### src/qpkt_mul.sv
`default_nettype none
// 64x64 low-half multiplier from three 32x32 partial products; done pulses as the third lands in the accumulator
module qpkt_mul (
  input  wire logic        clk,
  input  wire logic        rst_n,
  input  wire logic        go,
  input  wire logic [63:0] a,
  input  wire logic [63:0] b,
  output logic             done,
  output logic [63:0]      p
);
  logic [2:0]  ph_r;
  logic [63:0] a_r, b_r, acc_r;
  logic [31:0] x, y;
  logic [63:0] pp_r;
  logic        pv_r;
  logic [1:0]  pph_r;

  always_comb begin
    case (ph_r[1:0])
      2'd0: begin x = a_r[31:0];  y = b_r[31:0]; end
      2'd1: begin x = a_r[31:0];  y = b_r[63:32]; end
      default: begin x = a_r[63:32]; y = b_r[31:0]; end
    endcase
  end

  always_ff @(posedge clk) begin
    if (!rst_n) begin
      ph_r <= 3'd4; pv_r <= 1'b0; done <= 1'b0;
    end else begin
      done <= 1'b0;
      pv_r <= 1'b0;
      if (go) begin
        a_r <= a; b_r <= b; ph_r <= 3'd0; acc_r <= '0;
      end else if (ph_r < 3'd3) begin
        pp_r  <= 64'(x) * 64'(y);
        pph_r <= ph_r[1:0];
        pv_r  <= 1'b1;
        ph_r  <= ph_r + 3'd1;
      end
      if (pv_r) begin
        if (pph_r == 2'd0) acc_r <= pp_r;
        else acc_r <= acc_r + {pp_r[31:0], 32'd0};
        if (pph_r == 2'd2) done <= 1'b1;
      end
    end
  end
  assign p = acc_r;
endmodule
`default_nettype wire
### config.mk
export PLATFORM = sky130hd
export DESIGN_NAME = qpkt_mul
export DESIGN_NICKNAME = d
export VERILOG_FILES = /design/src/qpkt_mul.sv
export SDC_FILE = /design/constraint.sdc
export NUM_CORES = 2
export LEC_CHECK = 0
export BUFFER_PORTS_ARGS = -buffer_cell sky130_fd_sc_hd__buf_2
export CAP_MARGIN = 25
export CELL_PAD_IN_SITES_DETAIL_PLACEMENT = 1
export CELL_PAD_IN_SITES_GLOBAL_PLACEMENT = 1
export CORE_ASPECT_RATIO = 1.1
export CORE_MARGIN = 4
export CORE_UTILIZATION = 30
export CTS_BUF_LIST = sky130_fd_sc_hd__clkbuf_8
export DETAILED_ROUTE_END_ITERATION = 8
export MAX_ROUTING_LAYER = met4
export PLACE_DENSITY_LB_ADDON = 0.3
export SYNTH_ARGS = -nofsm -noshare
export SYNTH_HDL_FRONTEND = slang
export SYNTH_SLANG_ARGS = --single-unit
### constraint.sdc
create_clock -name clk -period 14.2 [get_ports clk]
set_input_delay 2.13 -clock clk [delete_from_list [all_inputs] [get_ports clk]]
set_output_delay 2.13 -clock clk [all_outputs]
set_load 0.03 [all_outputs]
# Word-level counts from Yosys, hierarchy flattened
# Cells that the tools add are included.
# Widths: inputs -> output; s select.
[word_totals]
latch_bits = 0
rom_bits = 0
mem_count = 0
wordCells = 36
ram_bits = 0
output_inout_bits = 65
register_bits = 263
[op_classes]
order_cmp = 1
bitwise = 2
eq_ne = 2
n_addsub = 2
n_mux = 9
mul = 1
shift = 0
n_div = 0
reduce_logical = 10
[op_table]
columns = ["op", "count"]
rows = [
  ["$mux 64", 3],
  ["$add 64x64->64", 1],
  ["$mul 32x32->64", 1],
  ["$mux 32", 2],
  ["$mux 3", 2],
  ["$reduce_and 2->1", 3],
  ["$logic_not 2->1", 2],
  ["$reduce_bool 2->1", 2],
  ["$reduce_or 2->1", 2],
  ["$add 3x1->3 const B", 1],
  ["$lt 3x2->1 const B", 1],
  ["$reduce_and 3->1", 1],
  ["$eq 2x1->1 const B", 1],
  ["$eq 2x2->1 const B", 1],
  ["$mux 1", 2],
  ["$not 1->1", 2],
]

# Longest topological paths before layout
[depth]
word_depth = 4
depth_mapped = 35

# Worst setup path after synthesis
# Ideal clock, no wire load.
[synth_timing]
path_type = "register to register"
start = "reg ph_r[0]"
end = "reg pp_r[62] (data pin)"
required_time_ns = 13.923
arrival_time_ns = 8.445
setup_time_ns = 0.277
path_slack_ns = 5.478
path_stages_with_launch = 31
path_buffers = 3
cell_sequence = "dfxtp_1 > inv_1 > ha_1 > nor2_1 > clkbuf_1 > mux2i_1 > clkbuf_1 > nor2_1 > fa_1 > inv_1 > fa_1 > inv_1 > fa_1 > inv_1 > fa_1 > inv_1 > fa_1 > fa_1 > fa_1 > fa_1 > ha_1 > buf_4 > a21o_1 > a21o_1 > a21oi_1 > and2_4 > a22o_1 > a2111oi_4 > nor2_2 > o31ai_1 > a311oi_1"
[synth_via]
elab_chain_len = 4
[synth_lines]
columns = ["element", "line_no", "source"]
rows = [
  ["start: declaration", "12", "logic [2:0] ph_r;"],
  ["start signal: assignment", "39", "ph_r <= ph_r + 3'd1;"],
  ["$eq 2x1->1 / $logic_not 2->1 (equally long branches)", "20", "case (ph_r[1:0])"],
  ["$reduce_or 2->1 (no source line)", "--", ""],
  ["$mux 32", "20", ""],
  ["$mul 32x32->64 (*)", "36", "pp_r <= 64'(x) * 64'(y);"],
  ["end signal: assignment", "36", ""],
  ["end: declaration", "15", "logic [63:0] pp_r;"],
]
# Every way passes the cells marked *; elsewhere a longest branch is shown, timed or not.
# A chain may end at the register's enable or synchronous reset.

# Worst setup path in the final report
[layout_timing]
start = "reg ph_r[1]"
end = "reg pp_r[55] (data pin)"
# The elaborated chain is that of the path after synthesis.

==> summary by stage <==
Run status
The flow ran to the end, and the final reports show no timing, DRC or antenna violations.

Setup path
For flop-to-flop paths, the worst setup slack is 4.23 ns. The library cell appearing most often on the critical path is sky130_fd_sc_hd__fa_1. The number of buffers and inverters on the critical path is 4.

The largest fanout on the critical path is 43. In this run the critical register-to-register path is launched from ph_r[1]$_SDFFE_PP0P_. At the worst endpoint, the required time is 14.58 ns. The highest-delay cell along the critical path is sky130_fd_sc_hd__mux2i_4. The category of the critical setup timing path is register to register. The origin of the worst setup path is ph_r[1]$_SDFFE_PP0P_. The worst setup path is captured at a register. The sort of element at the start of the critical path is a register. Data on the critical path arrives at its endpoint at 10.34 ns. In this design, the largest share of critical-path delay is due to adder cells. For this run, the slowest stage of the critical path takes 1.05 ns.

Floorplanning
The area of the die is 152000 um^2. In this run the vertical extent of the chip is 409 um. From left edge to right edge, the die measures 372 um. The core region is 144000 um^2. The initial standard-cell utilization of the core is 30.3%. In this run the count of I/O pins placed on the die edge is 196. The floorplan has 146 rows.

Timing
The final total negative setup slack is 0 ns. The transition time at the pin with the least slew margin is 1.15 ns. The worst path in the final design needs a cycle of 9.97 ns, including I/O delays and setup. The share of the clock period used by the worst path after layout is 70.2%.

The setup-violating endpoint count in the final report is 0. Headroom to the max-slew limit came out at 21.8%. The maximum achievable frequency is 100 MHz.

Setup repair after global routing left no endpoint under its margin. The max-slew violation total from the final report came to 0. The count of final hold-check violations is 0. On the final layout, the worst clock skew is 0.0459 ns.

Clock tree
The number of gates resized after CTS was 0. The insertion delay to the later sink of the worst-skew pair is 0.67 ns. TritonCTS created 49 clock buffers. The maximum clock insertion buffer count is 3.

For this design, the sink count on the clock tree is 263. The H-tree was split into 2 levels. The CTS tree is built. The clock root buffer is sky130_fd_sc_hd__clkbuf_8.

The number of setup buffers added after CTS is 0. In this run, post-CTS hold repair placed 0 buffers. The clock transition at the registers of the reported paths is 0.07 ns.

Logic synthesis
The summed instance area of the synthesized netlist is 43800 um^2. By area the synthesized netlist is led by sky130_fd_sc_hd__fa_1, sky130_fd_sc_hd__edfxtp_1, sky130_fd_sc_hd__ha_1, sky130_fd_sc_hd__inv_1, sky130_fd_sc_hd__nor2_1. The biggest area contributor in the post-synthesis netlist is sky130_fd_sc_hd__fa_1.

For this run, the leading register cell type out of synthesis is sky130_fd_sc_hd__edfxtp_1. After Yosys synthesis, full adders, half adders and majority gates account for 49.5% of the synthesized area. The number of nets produced by synthesis is 5861. Counting flops with a built-in enable in the synthesized netlist gives 258. The proportion of netlist area held by the largest area contributor is 41.0%. After synthesis, the share of cell area in mux cells is 3.13%.

By area, the combinational part of the netlist is dominated by adder cells. The synthesized-area fraction occupied by xor and xnor cells is 1.60%. Of the total synthesized cell area, the portion taken by AND, OR, NAND and NOR gates is 12.8%.

The number of distinct library cells after synthesis is 71. After synthesis the netlist holds a flip-flop and latch count of 263. Summing the areas of all compound-gate instances in the mapped netlist gives 5.68% of the synthesized area. For this run, the register share of the synthesized area comes to 17.9%. The synthesized netlist cell count is 4536. The synthesized area per cell is 9.66 um^2. Counting flops with an async set or reset pin after synthesis yields a share of 0%. The yosys synthesis warning count is 0.

Min path
The critical hold path startpoint is pp_r[59]$_DFFE_PP_. The classification of the worst-slack hold path is register to register.

Route
The first-pass iteration count of the detailed router is 7. The average via count per standard cell is 4.98. The number of remaining DRC errors is 0. The number of nets with antenna violations after detailed routing is 0. For this block, the initial DRC count from the detailed router was 2238. After detailed routing, the total wire length is 167000 um. Across all layers, the routed design uses 32949 vias. In the final routed layout, each cell accounts on average for 25.2 um.

Final layout
The area growth from synthesis to layout is 10.2%. In the layout the commonest cells are sky130_fd_sc_hd__inv_1, sky130_fd_sc_hd__fa_1, sky130_fd_sc_hd__nor2_1, sky130_fd_sc_hd__nand2_1, sky130_fd_sc_hd__ha_1. The leading cell type in the layout, fill and taps excluded is sky130_fd_sc_hd__inv_1. The final layout contains 5972 nets.

The ratio of cells with drive above 1 in the final layout is 9.87%. The count of filler cells inserted in the layout is 16630.

Global routing
The wire length of the first global-routing pass is 244000 um. The aggregate global-route resource usage is 22.6%. The number of global-route vias before repair is 36437. The maximum number of pins on one net before global-route repair is 77. The overall overflow remaining after global route is 0. The number of antenna violations at the first check in global routing is 9.

Place
The wire-length estimate of the detail-placed layout is 130000 um. Routability-driven placement finished with a final weighted congestion of 0.921. In this run the tool buffered the top-level ports with 195 buffer cells.

Run
Max-cap violations in this run came to 0.
## routing by layer
layer  global-route usage (%)  routed length, um  up-vias
met5                        -                  0        -
met3                     3.63              10200      306
met1                     28.2              68700    17375
met4                     9.82               8990        0
li1                         -                  -    14142
met2                     36.2              78800     1126
## Yosys cell counts (all sizes together), types with 4 or more instances
| cell type | number |
|---|---|
| a2111oi | 4 |
| a211oi | 10 |
| a21boi | 39 |
| a21o | 48 |
| a21oi | 103 |
| a221oi | 4 |
| a311oi | 4 |
| a31oi | 13 |
| and2 | 24 |
| and3 | 11 |
| buf | 19 |
| clkbuf | 182 |
| dfxtp | 5 |
| edfxtp | 258 |
| fa | 897 |
| ha | 297 |
| inv | 898 |
| mux2 | 65 |
| mux2i | 64 |
| nand2 | 600 |
| nand2b | 10 |
| nand3 | 23 |
| nand4 | 23 |
| nor2 | 639 |
| nor2b | 10 |
| nor3 | 19 |
| nor3b | 6 |
| nor4 | 5 |
| o211a | 6 |
| o211ai | 12 |
| o21a | 9 |
| o21ai | 79 |
| o21bai | 19 |
| o31ai | 5 |
| or3 | 6 |
| xnor2 | 48 |
| xor2 | 32 |
## worst min-delay path: cells and delay by family, from the launching register on
| kind | cells | cell delay, ns |
|---|---|---|
| flops | 1 | 0.32 |
| compound gates | 1 | 0.07 |
| simple gates | 1 | 0.05 |
## flip-flops by register name (all words and copies together) (netlist names)
| register | count |
|---|---|
| a_r | 64 |
| b_r | 64 |
| p | 64 |
| pp_r | 64 |
| ph_r | 3 |
| pph_r | 2 |
| done | 1 |
| pv_r | 1 |
## area by class of cell
class	count	area (um^2)	share of cell area [%]
flip-flops and latches	263	7850	16.2
clock buffers	49	674	1.40
well taps	1924	2410	4.98
inverters	898	3370	6.98
clock inverters	37	290	0.601
diodes	5	12.5	0.0259
multi-input cells	3174	32200	66.7
repair buffers	261	1480	3.07
## path summary, 6_finish.rpt
check,endpoint,cells after the start
hold / removal,p[59]$_SDFFCE_PN0P_,2
setup / recovery,pp_r[55]$_DFFE_PP_,25
hold reg to reg,p[59]$_SDFFCE_PN0P_,2
setup reg to reg,pp_r[55]$_DFFE_PP_,25
## kinds of logic (layout without fill, tap and decap cells)
logic type,Yosys count,count (layout)
XOR/XNOR,80,80
other,0,5
AO/OA/AOI/OAI,380,380
adder cells (fa/ha/maj),1194,1194
flip-flops,263,263
AND/OR/NAND/NOR,1391,1391
multiplexers,129,129
buffers and inverters,1099,1245
## per-stage QoR
step / hold slack [ns] / area, um^2 / cells / util, % / setup WS [ns]
after global placement: 0.518 / 47300 / 6520 / 32.8 / 4.43
after global routing: 0.585 / 48300 / 6610 / 33.4 / 3.80
final: 0.552 / 48300 / 6611 / 33.4 / 4.23
after CTS: 0.560 / 48300 / 6606 / 33.4 / 4.24
after detailed placement: 0.534 / 47300 / 6520 / 32.8 / 4.28
after floorplan: 0.492 / 43800 / 4536 / - / 5.48
Power is not shown: default switching activity piles up to over one toggle a cycle in this logic, so the estimate is an artifact.
